## src/rtl/sepq_pkg.sv

```systemverilog
`default_nettype none

package sepq_pkg;

    // Operation codes carried in the input tuser
    localparam logic [1:0] FN_INSERT = 2'd0;
    localparam logic [1:0] FN_POP    = 2'd1;
    localparam logic [1:0] FN_DELETE = 2'd2;

    // Result status codes carried in the output tuser
    localparam logic [2:0] ST_OK     = 3'd0;
    localparam logic [2:0] ST_EMPTY  = 3'd1;
    localparam logic [2:0] ST_DUP    = 3'd2;
    localparam logic [2:0] ST_FULL   = 3'd3;
    localparam logic [2:0] ST_NOKEY  = 3'd4;
    localparam logic [2:0] ST_HANDLE = 3'd5;

    localparam int TIME_W   = 64;
    localparam int ID_W     = 32;
    localparam int HANDLE_W = 32;
    localparam int COUNT_W  = 7;

    typedef struct packed {
        logic [TIME_W-1:0]   ev_time;
        logic [ID_W-1:0]     ev_id;
        logic [HANDLE_W-1:0] ev_handle;
    } sepq_entry_t;

    // Commands broadcast to every cell
    typedef struct packed {
        logic eval;   // compare the broadcast key against the stored entry
        logic ins;    // open a gap and drop the key into place
        logic del;    // close the gap at and after the matching entry
        logic pop;    // shift the whole chain toward the head
    } sepq_cmd_t;

    // Flags one cell reports back
    typedef struct packed {
        logic valid;
        logic lt;     // key sorts before the stored entry, or the cell is empty
        logic eq;     // stored key equals the broadcast key
        logic hm;     // stored handle equals the broadcast handle
    } sepq_flags_t;

endpackage

`default_nettype wire

```

## src/rtl/sepq_cell.sv

```systemverilog
`default_nettype none

module sepq_cell
    import sepq_pkg::*;
(
    input  wire logic        clk,
    input  wire logic        rst_n,
    input  wire sepq_cmd_t   cmd,
    input  wire sepq_entry_t key,
    input  wire sepq_entry_t left_data,
    input  wire logic        left_valid,
    input  wire logic        left_lt,
    input  wire sepq_entry_t right_data,
    input  wire logic        right_valid,
    output sepq_entry_t      data,
    output sepq_flags_t      flags
);

    sepq_entry_t data_reg;
    logic        valid_reg;
    logic        lt_reg;
    logic        eq_reg;
    logic        hm_reg;

    logic lt_next;
    logic eq_next;
    logic hm_next;

    always_comb
    begin
        lt_next = !valid_reg
                  || (key.ev_time < data_reg.ev_time)
                  || ((key.ev_time == data_reg.ev_time) && (key.ev_id < data_reg.ev_id));
        eq_next = valid_reg && (key.ev_time == data_reg.ev_time)
                  && (key.ev_id == data_reg.ev_id);
        hm_next = (key.ev_handle == data_reg.ev_handle);
    end

    always_ff @(posedge clk or negedge rst_n)
    begin
        if (!rst_n)
        begin
            valid_reg <= 1'b0;
            lt_reg    <= 1'b0;
            eq_reg    <= 1'b0;
            hm_reg    <= 1'b0;
        end
        else
        begin
            if (cmd.eval)
            begin
                lt_reg <= lt_next;
                eq_reg <= eq_next;
                hm_reg <= hm_next;
            end
            if (cmd.ins && lt_reg)
            begin
                valid_reg <= left_lt ? left_valid : 1'b1;
            end
            if (cmd.pop || (cmd.del && (lt_reg || eq_reg)))
            begin
                valid_reg <= right_valid;
            end
        end
    end

    // Payload: no reset
    always_ff @(posedge clk)
    begin
        if (cmd.ins && lt_reg)
        begin
            data_reg <= left_lt ? left_data : key;
        end
        if (cmd.pop || (cmd.del && (lt_reg || eq_reg)))
        begin
            data_reg <= right_data;
        end
    end

    assign data        = data_reg;
    assign flags.valid = valid_reg;
    assign flags.lt    = lt_reg;
    assign flags.eq    = eq_reg;
    assign flags.hm    = hm_reg;

endmodule

`default_nettype wire

```

## config.mk

```make
export PLATFORM = sky130hd
export DESIGN_NAME = sepq_cell
export DESIGN_NICKNAME = d
export VERILOG_FILES = /design/src/rtl/sepq_pkg.sv /design/src/rtl/sepq_cell.sv
export SDC_FILE = /design/constraint.sdc
export NUM_CORES = 1
export LEC_CHECK = 0
export BUFFER_PORTS_ARGS = -buffer_cell sky130_fd_sc_hd__buf_2
export CAP_MARGIN = 30
export CORE_AREA = 2 2 207 209
export DETAILED_ROUTE_END_ITERATION = 6
export DIE_AREA = 0 0 209 211
export PLACE_DENSITY = 0.48
export SLEW_MARGIN = 5
export SYNTH_ARGS = -nofsm -noshare
export SYNTH_HDL_FRONTEND = slang
export SYNTH_SLANG_ARGS = --single-unit
```

## constraint.sdc

```tcl
create_clock -name clk -period 9.7 [get_ports clk]
set_input_delay 1.94 -clock clk [delete_from_list [all_inputs] [get_ports clk]]
set_output_delay 1.94 -clock clk [all_outputs]
set_load 0.01 [all_outputs]
```

After elaboration in Yosys (flattened, before gate mapping)

Cells that the tools add are included.

Memories: 0
Output and inout port bits: 132
Latch bits: 0
RAM bits: 0
Word-level logic and storage cells: 29
Register bits: 132
Bits in read-only memories: 0

Magnitude comparators: 2
Add/subtract/negate cells: 0
Reduce and logical (&&, ||, !) cells: 11
Div/mod/pow operators: 0
Shift-type cells: 0
Equal/unequal tests: 3
Multipliers: 0
Bitwise gates (word level): 0
Muxes and demuxes: 6

Operators with widths:

| operator            | count |
|---|---|
| $mux W128           | 3 |
| $eq A32 B32 Y1      | 2 |
| $eq A64 B64 Y1      | 1 |
| $lt A64 B64 Y1      | 1 |
| $lt A32 B32 Y1      | 1 |
| $logic_and A1 B1 Y1 | 5 |
| $logic_or A1 B1 Y1  | 4 |
| $mux W1             | 3 |
| $reduce_bool A2 Y1  | 1 |
| $logic_not A1 Y1    | 1 |

Logic depth before layout (Yosys ltp)

Depth after elaboration: 4
Gate-level depth with buffers: 9

Worst setup path after synthesis

Ideal clock, no wire load.

Kind: in2reg
Start point: in cmd[1] in the netlist's numbering
End point: reg valid_reg
Arrival time: 5507 ps
Stages on the path: 4
Slack: 4053 ps
Setup time: 140 ps
Cell sequence: o21a_1 nor2_1 nand2_1 mux2_2

Cells in the longest elaborated chain, start to end: 3
Elaborated cells between the ends (all ways): 4
Classes of those cells: mux (1); reduce/logical (3)

Ends and longest elaborated chain:

| what                                                 | line            | source |
|---|---|---|
| from (decl)                                          | sepq_cell.sv:8  | `input wire sepq_cmd_t cmd,` |
| $logic_and A1 B1 Y1 *                                | sepq_cell.sv:60 | `if (cmd.pop \|\| (cmd.del && (lt_reg \|\| eq_reg)))` |
| $logic_or A1 B1 Y1 *                                 | sepq_cell.sv:60 |  |
| $mux W1 / $reduce_bool A2 Y1 (equally long branches) | -               |  |
| to (signal assigned)                                 | sepq_cell.sv:58 | `valid_reg <= left_lt ? left_valid : 1'b1;` |
| to (signal assigned)                                 | sepq_cell.sv:62 | `valid_reg <= right_valid;` |
| to (decl)                                            | sepq_cell.sv:20 | `logic valid_reg;` |

Mark *: on every way between the ends. The rest lies on a longest branch, timed or not.
A chain may end at the register's enable or synchronous reset.

Worst setup path in the final report

Start point: in cmd[1] in the netlist's numbering
End point: reg data_reg, in the netlist data[32], enable pin

Cells in the longest elaborated chain, start to end: 3

Ends and longest elaborated chain:

| what                                | line            | source |
|---|---|---|
| $logic_and A1 B1 Y1                 | sepq_cell.sv:74 | `if (cmd.pop \|\| (cmd.del && (lt_reg \|\| eq_reg)))` |
| $logic_or A1 B1 Y1                  | sepq_cell.sv:74 |  |
| $reduce_bool A2 Y1 (no source line) | -               |  |
| to (signal assigned)                | sepq_cell.sv:72 | `data_reg <= left_lt ? left_data : key;` |
| to (signal assigned)                | sepq_cell.sv:76 | `data_reg <= right_data;` |
| to (decl)                           | sepq_cell.sv:19 | `sepq_entry_t data_reg;` |

No other way between the ends.

==> results.cfg <==
[timing]
slew_headroom = 0.333
worst_pin_slew_ps = 1000
max_freq_mhz = 226
rsz0062_at_grt = no
finalCriticalPeriod_ps = 4420
setup_viol = 0
setup_tns_ps = 0
hold_viol = 0
fin_skew_ps = 8.47
min_period_over_period = 0.455
final_max_slew_viol_count = 0

[global_route]
grt_pass1_wl_um = 51500
met1_usage = 0.175
grt_use_met3 = 0.0482
busiest_layer = met2
grt.met2_usage = 0.283
gr-total-overflow = 0
grtUsageTotal = 0.155
antenna_found_initial = 4
grt_max_degree = 94
grt_pass1_vias = 8972

[synth]
yosys-top-cells-count = 170 x a21oi_1, 138 x nor2_1, 128 x edfxtp_1, 128 x mux2i_1, 100 x inv_1
synth-async-reset-ratio = 0.0303
synth_area_sq_mm = 0.00938
syn-num-nets = 1456
synth_area_leaders = edfxtp_1 41%, mux2i_1 14%, ha_1 13%, a21oi_1 9.1%, nor2_1 5.5%
yosys_warnings = 0
avgSynthCellArea_sq_um = 9.70
ys_ff_latch = 132
synth_top_area_cell = edfxtp_1
synth_ff_type = edfxtp_1
synth_cell_types = 41
postSynthCellCount = 967
ys_seq_area_frac = 0.420
synth_edf_count = 128
synth_top_cell_area_share = 0.410
yosysMostFrequentCell = a21oi_1

[pwr]
p_sw_uw = 665
internal-power_uw = 1440
seq_power_share = 0.373
p_leak_uw = 0.00660
p_per_area_mw_per_mm2 = 160
p_clk_frac = 0.344
power_frac_comb = 0.282
sw_frac_of_total = 0.315
peakVddDrop_mv = 0.0843

[run]
drv_cap = 0

[worst_setup_path]
crit_path_end_kind = flop
crit_path_max_fanout = 93
worst-setup-path-type = input port to flop
start_kind = input port
critPathArrivalTime_ps = 4480
cp.required_ps = 9760

[clocking]
path_clk_slew_ps = 60
cts.sinks = 132
htreeDepth = 4
cts_hold_buffers = 0
cts_buffers = 17
clock_path_buffers = 2
cts.repair.resized = 0
cts_tree = built
cts_root_buf = clkbuf_16
clkLatencyLatePin_ps = 440
cts_setup_buffers = 0

[route]
drtIter0Drc = 341
drcViolationCount = 0
wl_per_cell_um = 17.2
vias_per_cell = 4.37
vias = 8841
wirelength_um = 34700
ant_nets = 0
dr.pass1.iters = 7

[placement]
gp_congestion = 0.865
io_buffers = 524
hpwl_um = 28500
dpl.cell_count = 1989

[floorplanning]
ioPinCount = 525
core_sq_mm = 0.0418
die_w_um = 209
rows = 75
die_h_um = 211
start_util = 0.225
dieArea_sq_mm = 0.0441

[layout]
largest_register_ffs = 128
stdcell_count = 2023
finalNetCount = 1958
fill_cells = 4443
area_growth_syn_to_layout_pct = 40.7
layout-drive-gt1-share = 0.383

[outcome]
status = finished, final reports clean

[min_path]
hp-class = flop to flop
-- power by group through the flow --
stage | logic [uW] | registers (uW) | clock network [uW]
4_1_cts | 609 | 789 | 750
3_3_place_gp | 603 | 799 | 0
3_5_place_dp | 605 | 801 | 0
6_report | 596 | 788 | 726
5_1_grt | 674 | 798 | 771
2_1_floorplan | 289 | 835 | 0
-- per-stage QoR --
stage | utilization | setup WS (ps) | area [sq um] | total power (uW) | hold WS [ps]
after floorplan | - | 4050 | 9380 | 1120 | 499
after global placement | 0.301 | 4770 | 12600 | 1400 | 542
after detailed placement | 0.301 | 4780 | 12600 | 1410 | 542
after CTS | 0.316 | 5280 | 13200 | 2150 | 552
after global routing | 0.316 | 5130 | 13200 | 2240 | 573
final | 0.316 | 5280 | 13200 | 2110 | 549
-- layout make-up --
cell class	count	area, sq um	area share
repair buffers	530	2670	0.203
clock inverters	14	210	0.0159
clock buffers	18	429	0.0325
multi-input cells	688	4880	0.370
flip-flops and latches	132	3940	0.299
well taps	539	674	0.0511
diodes	2	5.00	0.000379
inverters	100	375	0.0284
-- worst max-delay path, stage by stage --
cell	delay (ps)
buf_2	110
o21a_1	170
nor2_4	30
buf_4	380
nand2_4	130
buf_4	690
buf_4	790
-- placed cells by master, fill, tap and decap left out, types with 3 or more instances in the layout --
cell       count
ha_1          96
nor4_1         6
xnor2_1       17
clkinv_4       4
o211ai_1       4
inv_1        100
nand2_1       31
nand3_1       11
nor2_1       137
bufinv_16      5
edfxtp_1     128
a211oi_1       4
a21o_1         3
mux2i_1      128
nand4_1       20
o21ai_0       11
nor2b_1        3
clkbuf_16     17
buf_2        523
and4_1         3
buf_4          6
dfrtp_1        4
a21oi_1      170
xor2_1        15
nor3_1         5
-- cells by family (layout without fill, tap and decap cells) --
family	after synthesis	after routing	share of synthesized area
AOI/OAI and AO/OA	205	205	0.116
adders and majority gates	96	96	0.128
and+or+nand+nor	226	226	0.107
DFF	132	132	0.420
muxes	129	129	0.138
buffers and inverters	147	662	0.0606
other	0	2	0
xor gates and xnor gates	32	32	0.0299
-- routing by layer --
| layer | part of all wire | wire [um] |
|---|---|---|
| met1 | 0.41 | 14300 |
| met2 | 0.51 | 17700 |
| met3 | 0.066 | 2300 |
| met4 | 0.012 | 416 |
| met5 | 0.00078 | 27 |
-- final timing paths --
kind	endpoint	slack, ps	cells past startpoint	from
max reg2reg	data[32]	6450	6	lt_reg
max	data[32]	5280	7	cmd[1]
min reg2reg	hm_reg	550	2	hm_reg
min in group asynchronous	lt_reg	1300	1	rst_n
min	hm_reg	550	2	hm_reg
max in group asynchronous	hm_reg	8260	1	rst_n
Power figures use the tool's default switching activity.
